**src/rtl/tsst_pkg.sv**
```systemverilog
// ----------------------------------------------------------------------------
// tsst_pkg
// Shared widths, request and status codes and the register set of the tab
// stop table.
// ----------------------------------------------------------------------------
package tsst_pkg;

  localparam int MAX_STOPS  = 128;

  localparam int REQ_W      = 3;
  localparam int COL_W      = 7;
  localparam int NTH_W      = 8;
  localparam int POS_W      = 8;
  localparam int ST_W       = 2;
  localparam int CFG_IDX_W  = 2;
  localparam int CFG_DATA_W = 8;
  localparam int TW_W       = 7;
  localparam int DC_W       = 8;
  localparam int LW_W       = 8;

  // highest column a stop may take
  localparam logic [DC_W-1:0] COL_LIMIT = 8'd127;

  localparam logic [REQ_W-1:0] REQ_DEFAULTS = 3'd0;
  localparam logic [REQ_W-1:0] REQ_INSERT   = 3'd1;
  localparam logic [REQ_W-1:0] REQ_REMOVE   = 3'd2;
  localparam logic [REQ_W-1:0] REQ_CLEAR    = 3'd3;
  localparam logic [REQ_W-1:0] REQ_NEXT     = 3'd4;
  localparam logic [REQ_W-1:0] REQ_PREV     = 3'd5;

  localparam logic [ST_W-1:0] ST_DONE = 2'd0;
  localparam logic [ST_W-1:0] ST_SAME = 2'd1;
  localparam logic [ST_W-1:0] ST_FULL = 2'd2;

  localparam logic [CFG_IDX_W-1:0] CFG_TAB_WIDTH     = 2'd0;
  localparam logic [CFG_IDX_W-1:0] CFG_DEFAULT_COUNT = 2'd1;
  localparam logic [CFG_IDX_W-1:0] CFG_LINE_WIDTH    = 2'd2;

  localparam logic [TW_W-1:0] TAB_WIDTH_RST     = 7'd8;
  localparam logic [DC_W-1:0] DEFAULT_COUNT_RST = 8'd16;
  localparam logic [LW_W-1:0] LINE_WIDTH_RST    = 8'd80;

  typedef struct packed {
    logic [TW_W-1:0] tab_width;
    logic [DC_W-1:0] default_count;
    logic [LW_W-1:0] line_width;
  } cfg_t;

endpackage

```
**src/rtl/tsst_ram.sv**
```systemverilog
// ----------------------------------------------------------------------------
// tsst_ram
// Generic single write port, single read port RAM with registered read data.
// ----------------------------------------------------------------------------
module tsst_ram #(
  parameter int WIDTH = tsst_pkg::COL_W,
  parameter int DEPTH = tsst_pkg::MAX_STOPS
) (
  input  logic                     clk,
  input  logic                     wr_en,
  input  logic [$clog2(DEPTH)-1:0] wr_addr,
  input  logic [WIDTH-1:0]         wr_data,
  input  logic [$clog2(DEPTH)-1:0] rd_addr,
  output logic [WIDTH-1:0]         rd_data
);

  logic [WIDTH-1:0] mem [DEPTH];

  always_ff @(posedge clk) begin
    if (wr_en) begin
      mem[wr_addr] <= wr_data;
    end
    rd_data <= mem[rd_addr];
  end

endmodule

```
**src/rtl/tsst_cfg.sv**
```systemverilog
// ----------------------------------------------------------------------------
// tsst_cfg
// Configuration registers: tab width, default stop count and line width.
// ----------------------------------------------------------------------------
module tsst_cfg (
  input  logic                                clk,
  input  logic                                rst,
  input  logic                                cfg_valid,
  output logic                                cfg_ready,
  input  logic [tsst_pkg::CFG_IDX_W-1:0]      cfg_index,
  input  logic [tsst_pkg::CFG_DATA_W-1:0]     cfg_data,
  output tsst_pkg::cfg_t                      cfg
);

  assign cfg_ready = 1'b1;

  always_ff @(posedge clk) begin
    if (rst) begin
      cfg.tab_width     <= tsst_pkg::TAB_WIDTH_RST;
      cfg.default_count <= tsst_pkg::DEFAULT_COUNT_RST;
      cfg.line_width    <= tsst_pkg::LINE_WIDTH_RST;
    end else if (cfg_valid) begin
      case (cfg_index)
        tsst_pkg::CFG_TAB_WIDTH: begin
          cfg.tab_width <= cfg_data[tsst_pkg::TW_W-1:0];
        end
        tsst_pkg::CFG_DEFAULT_COUNT: begin
          cfg.default_count <= cfg_data;
        end
        tsst_pkg::CFG_LINE_WIDTH: begin
          cfg.line_width <= cfg_data;
        end
        default: begin
          // writes beyond the register set are dropped
        end
      endcase
    end
  end

endmodule

```
**src/rtl/tsst_seq.sv**
```systemverilog
// ----------------------------------------------------------------------------
// tsst_seq
// Request sequencer: scans the stop memory, shifts entries on insert and
// remove, fetches search answers and sweeps in the default stops.
// ----------------------------------------------------------------------------
module tsst_seq #(
  parameter int MAX_STOPS = tsst_pkg::MAX_STOPS
) (
  input  logic                              clk,
  input  logic                              rst,
  input  logic                              start,
  output logic                              busy,
  input  logic [tsst_pkg::REQ_W-1:0]        req_type,
  input  logic [tsst_pkg::COL_W-1:0]        column,
  input  logic [tsst_pkg::NTH_W-1:0]        nth,
  input  tsst_pkg::cfg_t                    cfg,
  output logic                              strobe,
  output logic [tsst_pkg::POS_W-1:0]        position,
  output logic [tsst_pkg::ST_W-1:0]         status,
  output logic [$clog2(MAX_STOPS)-1:0]      rd_addr,
  input  logic [tsst_pkg::COL_W-1:0]        rd_data,
  output logic                              wr_en,
  output logic [$clog2(MAX_STOPS)-1:0]      wr_addr,
  output logic [tsst_pkg::COL_W-1:0]        wr_data
);

  localparam int AW = $clog2(MAX_STOPS);
  localparam int CW = $clog2(MAX_STOPS + 1);
  localparam int SW = ((CW > tsst_pkg::NTH_W) ? CW : tsst_pkg::NTH_W) + 1;

  typedef enum logic [7:0] {
    S_IDLE  = 8'b0000_0001,
    S_SCAN  = 8'b0000_0010,
    S_EVAL  = 8'b0000_0100,
    S_SHUP  = 8'b0000_1000,
    S_PUT   = 8'b0001_0000,
    S_SHDN  = 8'b0010_0000,
    S_FETCH = 8'b0100_0000,
    S_DEF   = 8'b1000_0000
  } state_t;

  state_t                       state, state_next;
  logic [CW-1:0]                count, count_next;
  logic [tsst_pkg::REQ_W-1:0]   req;
  logic [tsst_pkg::COL_W-1:0]   col;
  logic [tsst_pkg::NTH_W-1:0]   nm1;
  logic [AW-1:0]                scan_idx;
  logic [CW-1:0]                idx;
  logic                         hit;
  logic [tsst_pkg::COL_W-1:0]   hit_q;
  logic [AW-1:0]                sh;
  logic [CW-1:0]                def_i;
  logic [tsst_pkg::DC_W-1:0]    def_acc;

  logic                         accept;
  logic                         fin;
  logic [tsst_pkg::POS_W-1:0]   fin_pos;
  logic [tsst_pkg::ST_W-1:0]    fin_st;
  logic                         scan_hit, scan_last;
  logic                         same_col, full;
  logic [CW-1:0]                count_m1, prev_i;
  logic [SW-1:0]                tgt, prev_addr;
  logic                         next_ok, prev_ok, def_go;
  logic [tsst_pkg::POS_W-1:0]   fallback;

  assign accept = start && (state == S_IDLE);
  assign busy   = (state != S_IDLE);

  // next search looks for the first stop above the column, the rest for the
  // first stop at or above it
  assign scan_hit  = (req == tsst_pkg::REQ_NEXT) ? (rd_data > col) : (rd_data >= col);
  assign scan_last = (CW'(scan_idx) + CW'(1)) == count;

  assign count_m1  = count - CW'(1);
  assign same_col  = hit && (hit_q == col);
  assign full      = (count == CW'(MAX_STOPS));
  assign tgt       = SW'(idx) + SW'(nm1);
  assign next_ok   = hit && (tgt < SW'(count));
  assign prev_i    = idx - CW'(1);
  assign prev_ok   = (idx != '0) && (SW'(nm1) <= SW'(prev_i));
  assign prev_addr = SW'(prev_i) - SW'(nm1);
  assign fallback  = (cfg.line_width != '0) ? (cfg.line_width - 8'd1) : '0;
  assign def_go    = (SW'(def_i) < SW'(cfg.default_count)) &&
                     (def_i < CW'(MAX_STOPS)) &&
                     (def_acc <= tsst_pkg::COL_LIMIT);

  always_comb begin
    state_next = state;
    count_next = count;
    fin        = 1'b0;
    fin_pos    = '0;
    fin_st     = tsst_pkg::ST_DONE;
    rd_addr    = '0;
    wr_en      = 1'b0;
    wr_addr    = '0;
    wr_data    = '0;
    case (state)
      S_IDLE: begin
        if (accept) begin
          case (req_type)
            tsst_pkg::REQ_DEFAULTS: begin
              state_next = S_DEF;
            end
            tsst_pkg::REQ_CLEAR: begin
              count_next = '0;
              fin        = 1'b1;
            end
            tsst_pkg::REQ_INSERT, tsst_pkg::REQ_REMOVE,
            tsst_pkg::REQ_NEXT, tsst_pkg::REQ_PREV: begin
              state_next = (count == '0) ? S_EVAL : S_SCAN;
            end
            default: begin
              fin    = 1'b1;
              fin_st = tsst_pkg::ST_SAME;
            end
          endcase
        end
      end
      S_SCAN: begin
        rd_addr = scan_idx + AW'(1);
        if (scan_hit || scan_last) begin
          state_next = S_EVAL;
        end
      end
      S_EVAL: begin
        case (req)
          tsst_pkg::REQ_INSERT: begin
            if (same_col) begin
              fin    = 1'b1;
              fin_st = tsst_pkg::ST_SAME;
            end else if (full) begin
              fin    = 1'b1;
              fin_st = tsst_pkg::ST_FULL;
            end else if (idx == count) begin
              state_next = S_PUT;
            end else begin
              rd_addr    = count_m1[AW-1:0];
              state_next = S_SHUP;
            end
          end
          tsst_pkg::REQ_REMOVE: begin
            if (!same_col) begin
              fin    = 1'b1;
              fin_st = tsst_pkg::ST_SAME;
            end else if (idx == count_m1) begin
              count_next = count_m1;
              fin        = 1'b1;
            end else begin
              rd_addr    = idx[AW-1:0] + AW'(1);
              state_next = S_SHDN;
            end
          end
          tsst_pkg::REQ_NEXT: begin
            if (next_ok) begin
              rd_addr    = tgt[AW-1:0];
              state_next = S_FETCH;
            end else begin
              fin     = 1'b1;
              fin_pos = fallback;
            end
          end
          tsst_pkg::REQ_PREV: begin
            if (prev_ok) begin
              rd_addr    = prev_addr[AW-1:0];
              state_next = S_FETCH;
            end else begin
              fin = 1'b1;
            end
          end
          default: begin
            fin    = 1'b1;
            fin_st = tsst_pkg::ST_SAME;
          end
        endcase
      end
      S_SHUP: begin
        // move entry sh up by one, reading the one below it meanwhile
        wr_en   = 1'b1;
        wr_addr = sh + AW'(1);
        wr_data = rd_data;
        if (sh == idx[AW-1:0]) begin
          state_next = S_PUT;
        end else begin
          rd_addr = sh - AW'(1);
        end
      end
      S_PUT: begin
        wr_en      = 1'b1;
        wr_addr    = idx[AW-1:0];
        wr_data    = col;
        count_next = count + CW'(1);
        fin        = 1'b1;
      end
      S_SHDN: begin
        wr_en   = 1'b1;
        wr_addr = sh - AW'(1);
        wr_data = rd_data;
        if (CW'(sh) == count_m1) begin
          count_next = count_m1;
          fin        = 1'b1;
        end else begin
          rd_addr = sh + AW'(1);
        end
      end
      S_FETCH: begin
        fin     = 1'b1;
        fin_pos = tsst_pkg::POS_W'(rd_data);
      end
      S_DEF: begin
        if (def_go) begin
          wr_en   = 1'b1;
          wr_addr = def_i[AW-1:0];
          wr_data = def_acc[tsst_pkg::COL_W-1:0];
        end else begin
          count_next = def_i;
          fin        = 1'b1;
        end
      end
      default: begin
        state_next = S_IDLE;
      end
    endcase
    if (fin) begin
      state_next = S_IDLE;
    end
  end

  always_ff @(posedge clk) begin
    if (rst) begin
      state  <= S_IDLE;
      count  <= '0;
      strobe <= 1'b0;
    end else begin
      state  <= state_next;
      count  <= count_next;
      strobe <= fin;
    end
  end

  always_ff @(posedge clk) begin
    if (fin) begin
      position <= fin_pos;
      status   <= fin_st;
    end
    case (state)
      S_IDLE: begin
        if (accept) begin
          req      <= req_type;
          col      <= column;
          nm1      <= (nth == '0) ? '0 : (nth - 8'd1);
          scan_idx <= '0;
          idx      <= '0;
          hit      <= 1'b0;
          def_i    <= '0;
          def_acc  <= '0;
        end
      end
      S_SCAN: begin
        if (scan_hit) begin
          idx   <= CW'(scan_idx);
          hit   <= 1'b1;
          hit_q <= rd_data;
        end else if (scan_last) begin
          idx <= count;
        end else begin
          scan_idx <= scan_idx + AW'(1);
        end
      end
      S_EVAL: begin
        sh <= rd_addr;
      end
      S_SHUP: begin
        sh <= sh - AW'(1);
      end
      S_SHDN: begin
        sh <= sh + AW'(1);
      end
      S_DEF: begin
        if (def_go) begin
          def_i   <= def_i + CW'(1);
          def_acc <= def_acc + {1'b0, cfg.tab_width};
        end
      end
      default: begin
      end
    endcase
  end

endmodule

```
**src/rtl/tab_stop_table.sv**
```systemverilog
// ----------------------------------------------------------------------------
// tab_stop_table
// Sorted table of console tab stops held in a single-port-read stop memory.
// One request at a time; busy stays high until the result strobe is issued.
// Clear and unknown requests answer next cycle; results are never held off.
// Synchronous reset empties the table and loads the register defaults.
// ----------------------------------------------------------------------------
module tab_stop_table #(
  parameter int MAX_STOPS = tsst_pkg::MAX_STOPS
) (
  input  logic                              clk,
  input  logic                              rst,
  input  logic                              start,
  output logic                              busy,
  input  logic [tsst_pkg::REQ_W-1:0]        req_type,
  input  logic [tsst_pkg::COL_W-1:0]        column,
  input  logic [tsst_pkg::NTH_W-1:0]        nth,
  output logic                              strobe,
  output logic [tsst_pkg::POS_W-1:0]        position,
  output logic [tsst_pkg::ST_W-1:0]         status,
  input  logic                              cfg_valid,
  output logic                              cfg_ready,
  input  logic [tsst_pkg::CFG_IDX_W-1:0]    cfg_index,
  input  logic [tsst_pkg::CFG_DATA_W-1:0]   cfg_data
);

  localparam int AW = $clog2(MAX_STOPS);

  tsst_pkg::cfg_t              cfg;
  logic [AW-1:0]               rd_addr, wr_addr;
  logic [tsst_pkg::COL_W-1:0]  rd_data, wr_data;
  logic                        wr_en;

  tsst_cfg u_cfg (
    .clk       (clk),
    .rst       (rst),
    .cfg_valid (cfg_valid),
    .cfg_ready (cfg_ready),
    .cfg_index (cfg_index),
    .cfg_data  (cfg_data),
    .cfg       (cfg)
  );

  tsst_ram #(
    .WIDTH (tsst_pkg::COL_W),
    .DEPTH (MAX_STOPS)
  ) u_stops (
    .clk     (clk),
    .wr_en   (wr_en),
    .wr_addr (wr_addr),
    .wr_data (wr_data),
    .rd_addr (rd_addr),
    .rd_data (rd_data)
  );

  tsst_seq #(
    .MAX_STOPS (MAX_STOPS)
  ) u_seq (
    .clk      (clk),
    .rst      (rst),
    .start    (start),
    .busy     (busy),
    .req_type (req_type),
    .column   (column),
    .nth      (nth),
    .cfg      (cfg),
    .strobe   (strobe),
    .position (position),
    .status   (status),
    .rd_addr  (rd_addr),
    .rd_data  (rd_data),
    .wr_en    (wr_en),
    .wr_addr  (wr_addr),
    .wr_data  (wr_data)
  );

  // every accepted word is either still in progress or answered next cycle
  a_accept_progress: assert property (@(posedge clk) disable iff (rst)
    (start && !busy) |=> (busy || strobe))
    else $error("accepted request neither in progress nor answered");

  // leaving the busy phase always comes with a result word
  a_finish_strobe: assert property (@(posedge clk) disable iff (rst)
    $fell(busy) |-> strobe)
    else $error("request finished without a result");

  // only a completed search carries a position
  a_pos_zero: assert property (@(posedge clk) disable iff (rst)
    (strobe && (status != tsst_pkg::ST_DONE)) |-> (position == '0))
    else $error("position set on a request that did not complete");

endmodule
```
**config.mk**
```make
export PLATFORM = sky130hd
export DESIGN_NAME = tab_stop_table
export DESIGN_NICKNAME = d
export VERILOG_FILES = /design/src/rtl/tsst_pkg.sv /design/src/rtl/tsst_ram.sv /design/src/rtl/tsst_cfg.sv /design/src/rtl/tsst_seq.sv /design/src/rtl/tab_stop_table.sv
export SDC_FILE = /design/constraint.sdc
export NUM_CORES = 2
export LEC_CHECK = 0
export BUFFER_PORTS_ARGS = -buffer_cell sky130_fd_sc_hd__buf_2
export CORE_UTILIZATION = 45
export DETAILED_ROUTE_END_ITERATION = 7
export SYNTH_ARGS = -nofsm -noshare
export SYNTH_HDL_FRONTEND = slang
export SYNTH_SLANG_ARGS = --single-unit
```
**constraint.sdc**
```tcl
create_clock -name clk -period 4.6 [get_ports clk]
set_input_delay 0.46 -clock clk [delete_from_list [all_inputs] [get_ports clk]]
set_output_delay 0.46 -clock clk [all_outputs]
set_load 0.03 [all_outputs]
```
# Word level (Yosys, flattened, before mapping)

Memory sizes are Yosys's and may differ from the RTL's. A register that Yosys moved wholly into a read port is not among the register bits.
Index checks and enable logic that the tools add are counted.

Register bits: 114
Latch bits: 0
Memory bits (writable): 896
Memory bits (read-only): 0
Output and inout bits: 13
Logic and storage cells: 208
Memories: 1

Add/sub/neg operators: 14
$mul: 0
Div/mod/pow operators: 0
Order comparisons: 7
Eq/ne operators: 49
Shift operators: 0
Mux-type cells: 81
Bitwise gates (word level): 1
Reduce and logical (&&, ||, !) cells: 37

Memories:

| name        | depth | bits a word | read ports | clocked after memory_dff | wr ports | RTL line       | source |
|---|---|---|---|---|---|---|---|
| u_stops.mem | 128   | 7           | 1          | 1                        | 1        | tsst_ram.sv:17 | `logic [WIDTH-1:0] mem [DEPTH];` |

Operators with widths:

| kind                                                   | number |
|---|---|
| two-way mux 8 bit                                      | 24 |
| two-way mux 7 bit                                      | 14 |
| one-hot mux 7 bit (4 select lines)                     | 3 |
| one-hot mux 8 bit (2 select lines)                     | 5 |
| one-hot mux 8 bit (5 select lines)                     | 2 |
| one-hot mux 7 bit (3 select lines)                     | 2 |
| one-hot mux 8 bit (4 select lines)                     | 1 |
| subtractor 8 x 1 -> 8 bit (second input constant)      | 4 |
| equality test 8 bit                                    | 3 |
| adder 7 x 1 -> 7 bit (second input constant)           | 3 |
| two-way mux 1 bit                                      | 18 |
| adder 8 x 1 -> 8 bit (second input constant)           | 2 |
| equality test 8 bit (second input constant)            | 2 |
| zero test 8 bit                                        | 2 |
| inequality test 2 x 1 -> 1 bit (second input constant) | 8 |
| nonzero test 8 bit                                     | 2 |
| equality test 7 bit                                    | 2 |
| one-hot mux 7 bit (2 select lines)                     | 1 |
| equality test 3 bit (second input constant)            | 4 |
| inequality test 3 bit (second input constant)          | 4 |
| AND reduction 12 bit                                   | 1 |
| inequality test 2 bit (second input constant)          | 5 |
| AND reduction 2 bit                                    | 5 |
| adder 8 x 8 -> 9 bit                                   | 1 |
| other kinds (51)                                       | 71 |

# Logic depth before layout (Yosys ltp)

Depth after elaboration: 7
Gate-level depth with buffers: 26
Depth with buffers taken out: 22

# Hierarchy

From an unflattened synthesis, not the netlist that was laid out.

Cell total of the unflattened synthesis: 2,441
Area total of the unflattened synthesis: 43,723.2 um2

By module, submodules not included:

| module   | times used | cells each | area an instance (um2) | seq. area each (um2) |
|---|---|---|---|---|
| tsst_ram | 1          | 1,453      | 34,807.1               | 27,045.9 |
| tsst_seq | 1          | 896        | 7,952.6                | 2,562.5 |
| tsst_cfg | 1          | 92         | 963.4                  | 460.4 |

# Worst setup path after synthesis

No wires, ideal clock.

Kind: flip-flop to flip-flop
Start point: register u_seq.idx[1]
End point: register u_stops.rd_data[4], read port of u_stops.mem
Arrival time: 5.047 ns
Data required time: 4.530 ns
Setup slack: -0.518 ns
Stages on the path, launching flop included: 26
Cell sequence: edfxtp_1 -> clkbuf_1 -> inv_1 -> fa_1 -> nor2b_1 -> o31ai_1 -> a21oi_1 -> nor2_1 -> xnor2_1 -> ha_1 -> a211o_1 -> a21oi_1 -> o2111ai_1 -> nor3_1 -> nand3_1 -> a31oi_1 -> or2_2 -> buf_2 -> buf_2 -> buf_1 -> clkbuf_1 -> nand2_1 -> a31oi_1 -> o32ai_1 -> nor3_1 -> o2bb2ai_1

Cells in the longest elaborated chain, start to end: 6

Ends and longest elaborated chain:

| what                                                | RTL line                                          | source |
|---|---|---|
| start, declared                                     | tsst_seq.sv:48                                    | `logic [CW-1:0] idx;` |
| start signal, assigned                              | tsst_seq.sv:260                                   | `idx <= CW'(scan_idx);` |
| start signal, assigned                              | tsst_seq.sv:264                                   | `idx <= count;` |
| adder 8 x 8 -> 9 bit (tied with other cells)        | tsst_seq.sv:77                                    | `assign tgt = SW'(idx) + SW'(nm1);` |
| < comparator 9 x 8 -> 1 bit (tied with other cells) | tsst_seq.sv:78                                    | `assign next_ok = hit && (tgt < SW'(count));` |
| logical AND 1 bit (tied with other cells)           | tsst_seq.sv:78                                    |  |
| two-way mux 7 bit, on equally long branches         | tsst_seq.sv:154, tsst_seq.sv:128, tsst_seq.sv:163 |  |
| one-hot mux 7 bit (4 select lines)                  | tsst_seq.sv:126                                   | `case (req)` |
| one-hot mux 7 bit (4 select lines) *                | tsst_seq.sv:97                                    | `case (state)` |
| end, declared                                       | tsst_ram.sv:14                                    | `output logic [WIDTH-1:0] rd_data` |

Mark *: on every way between the ends. The rest lies on a longest branch, timed or not.
A chain may end at the register's enable or synchronous reset.

# Worst setup path in the final report

Start point: register u_seq.idx[0]
End point: register u_stops.rd_data[3], read port of u_stops.mem

Same word-level chain as after synthesis.

==> run_results.csv <==
group,metric,value,unit
synthesis,synthFlopType,"edfxtp_1",
cells_and_area,nNetsFinal,4257,
worst_hold_path,min_path_cells,3,
cts,cts_buffers,106,
synthesis,synthCells,3579,
sta,final.setup_skew,0.05114,ns
drt,drtIter0Drc,3999,
synthesis,syn_nets,3675,
drt,drtPass1Iterations,6,
sta,slew_headroom,27.27,%
cts,path_clk_slew,0.06,ns
synthesis,synth_edf_count,970,
power_and_ir_drop,ir_drop,0.3090,mV
sta,tns,-2.720,ns
placement,pre_cts_slack,-1.329,ns
drt,wl_met1,57470,um
sta,setup_ws,-0.4951,ns
drt,routed_wl,138100,um
sta,worstMarginPinSlew,1.090,ns
synthesis,yosys_warnings,0,
drt,met3_length,11470,um
cells_and_area,drive_gt1_share,23.14,%
global_route,grtUsageTotal,26.87,%
sta,fin_crit_sh,110.8,%
drt,drt-wirelength-per-cell,24.93,um
synthesis,async_flop_share,0,%
cells_and_area,syn_to_final_growth,23.62,%
global_route,grt_pass1_vias,30770,
drt,top_layer,"met4",
floorplanning,die_y,319.0,um
synthesis,seq_area_frac_synth,66.49,%
sta,setup_violations,7,
global_route,antenna_found_initial,0,
cts,htree_levels,3,
floorplanning,initial_utilization,45.68,%
floorplanning,rows,115,
drt,via_count,32050,
worst_setup_path,start_kind,"flip-flop",
power_and_ir_drop,leakage,22.13,nW
cts,cts_tree,"done",
cts,insertion_delay,0.72,ns
worst_setup_path,critPathArrivalTime,5.73,ns
placement,port_buffers,43,
cts,clkSinkCount,1017,
floorplanning,pin_count,45,
outcome,violations,"negative setup slack",
synthesis,syn_avg_cell_area,12.64,um2
worst_setup_path,path_max_fanout,5,
worst_setup_path,endpoint_kind,"flip-flop",
global_route,grt_pass1_wl,203100,um
sta,hold_viol_final,0,
sta,fin_crit,5.095,ns
placement,hpwl,94210,um
synthesis,syn_area,45220,um2
power_and_ir_drop,p_total,22.98,mW
synthesis,synth_top_area_share,64.41,%
worst_setup_path,ff2ff_path_depth,26,
cts,cts_root_buf,"clkbuf_16",
synthesis,synth-seq-cells,1017,
outcome,outcome,"finished, violations left",
synthesis,ys_types,92,
cells_and_area,fin_util,56.47,%
drt,viasPerCell,5.785,
sta,finalMaxSlewViolations,0,
worst_setup_path,criticalPathCategory,"reg2reg",
cells_and_area,num_antenna_cells,0,
placement,routabilityCongestion,0.9827,
worst_hold_path,min_path_type,"in2reg",
floorplanning,core_area,98990,um2
power_and_ir_drop,power-per-cell-area,411.0,nW/um2
synthesis,synth_area_leaders,"edfxtp_1, nand2_1, nand3_1",
floorplanning,die_w,319.0,um
floorplanning,die-area,101800,um2
drt,met2_length,64490,um
sta,fmax,196.3,MHz
synthesis,yosysTopAreaCell,"edfxtp_1",
sta,rsz0062_at_grt,"yes",
flow_run,cap_violations,0,
cells_and_area,nFillCells,8056,
drt,drc_errors,0,
drt,ant_nets,0,
cts,clock_path_buffers,3,
global_route,grt_overflow,0,
worst_setup_path,crit_required,5.24,ns
global_route,grt_max_degree,93,
[cells in the mapped netlist, drive strengths merged, types with 46 or more instances]
library cell,instances
a21oi,87
and3,46
buf,117
clkbuf,87
dfxtp,47
edfxtp,970
ha,61
inv,72
mux2i,140
nand2,683
nand3,295
nor2,279
o21ai,75
xnor2,57
[placed cells by master, fill, tap and decap left out, types with 24 or more instances in the layout]
cell type	n
xor2_1	37
a32oi_1	30
inv_1	67
a21oi_1	80
a21o_1	24
xnor2_1	57
ha_1	60
edfxtp_1	970
nand3_1	290
mux4_2	34
o21ai_0	62
nor2_1	257
mux2i_1	139
nor3_1	35
buf_2	43
dfxtp_1	47
buf_12	61
buf_4	543
nand2_1	671
clkbuf_16	109
and3_1	45
[what timing repair did]
item,4_1_cts,5_1_grt
pin swaps,27,9
endpoints found under the setup margin,7,443
cloned,4,2
endpoints found under the hold margin,10,0
gates resized for setup,91,30
buffers inserted,23,7
hold buffers,10,0
[metrics by stage]
stage / cell area [um2] / instances / hold WS, ns
finish: 55900 / 5540 / 0.05406
global route: 55900 / 5540 / 0.05195
CTS: 55700 / 5531 / 0.01566
detailed placement: 51210 / 5294 / 0.4595
global placement: 51210 / 5294 / 0.4463
floorplan: 45340 / 3579 / 0.4354
[logic make-up after synthesis]
group	after synthesis	share of synthesized area, %
adders and majority gates	64	1.820
buffers and inverters	277	2.977
DFF	1017	66.49
and+or+nand+nor	1504	14.84
xor gates and xnor gates	95	1.870
AOI/OAI and AO/OA	439	6.839
muxes	182	5.157
other	1	0.008292
[cell type report]
cell class | count | area, um2 | share of cell area, %
clock buffer | 132 | 2791 | 4.993
clock inverter | 68 | 887.1 | 1.587
inverter | 73 | 285.3 | 0.5103
multi-input combinational | 2286 | 14320 | 25.62
sequential | 1017 | 30070 | 53.79
tap | 1287 | 1610 | 2.880
timing repair buffer | 677 | 5941 | 10.63
[routing by layer]
layer  up-vias  GRT usage (%)
li1      14460              -
met1     15870          37.39
met2      1463          42.83
met3       259          4.464
met4         0          9.156
met5         -              0
[path summary, 6_finish.rpt]
path                                            startpoint                    endpoint  slack (ns)
worst min-delay path                           cfg_data[7]  u_cfg.cfg[15]$_SDFFE_PP0P_        0.05
worst max register to register  u_seq.idx[0]$_SDFFCE_PN0P_  u_stops.rd_data[3]$_DFF_P_       -0.50
worst min register to register  u_cfg.cfg[12]$_SDFFE_PP1P_  u_cfg.cfg[12]$_SDFFE_PP1P_        0.47
worst max-delay path            u_seq.idx[0]$_SDFFCE_PN0P_  u_stops.rd_data[3]$_DFF_P_       -0.50
[critical path, stage by stage (launching register included)]
cell       delay, ns
edfxtp_1        0.35
ha_2            0.19
inv_2           0.04
fa_2            0.41
nor2b_4         0.16
o31ai_4         0.09
a21oi_1         0.13
nor2_1          0.07
xnor2_1         0.20
ha_1            0.27
a211o_1         0.27
a21oi_2         0.10
o2111ai_1       0.15
nor3_2          0.13
buf_4           0.18
nand3_4         0.09
a31oi_4         0.27
nor2_4          0.12
buf_12          0.16
buf_8           0.13
mux4_1          0.32
nand2_1         0.05
and3_4          0.19
a311o_1         0.37
nor4_4          0.33
buf_4           0.18
o2bb2ai_1       0.10
[flip-flops by register name, summed over array words and instances (netlist names)]
register         flops
u_seq.state          8
u_seq.idx            8
u_seq.status         2
u_seq.count          8
u_seq.hit_q          7
u_seq.position       8
u_seq.def_acc        8
u_seq.def_i          8
u_cfg.cfg           23
u_seq.strobe         1
u_seq.nm1            8
u_stops.rd_data      7
u_seq.req            3
u_seq.col            7
u_seq.hit            1
u_seq.scan_idx       7
u_stops.mem        896
u_seq.sh             7
[power by group]
part           switching, mW  internal [mW]
registers              0.203           10.3
logic                   1.97           1.50
clock network           3.66           5.39
Power figures use the tool's default switching activity.
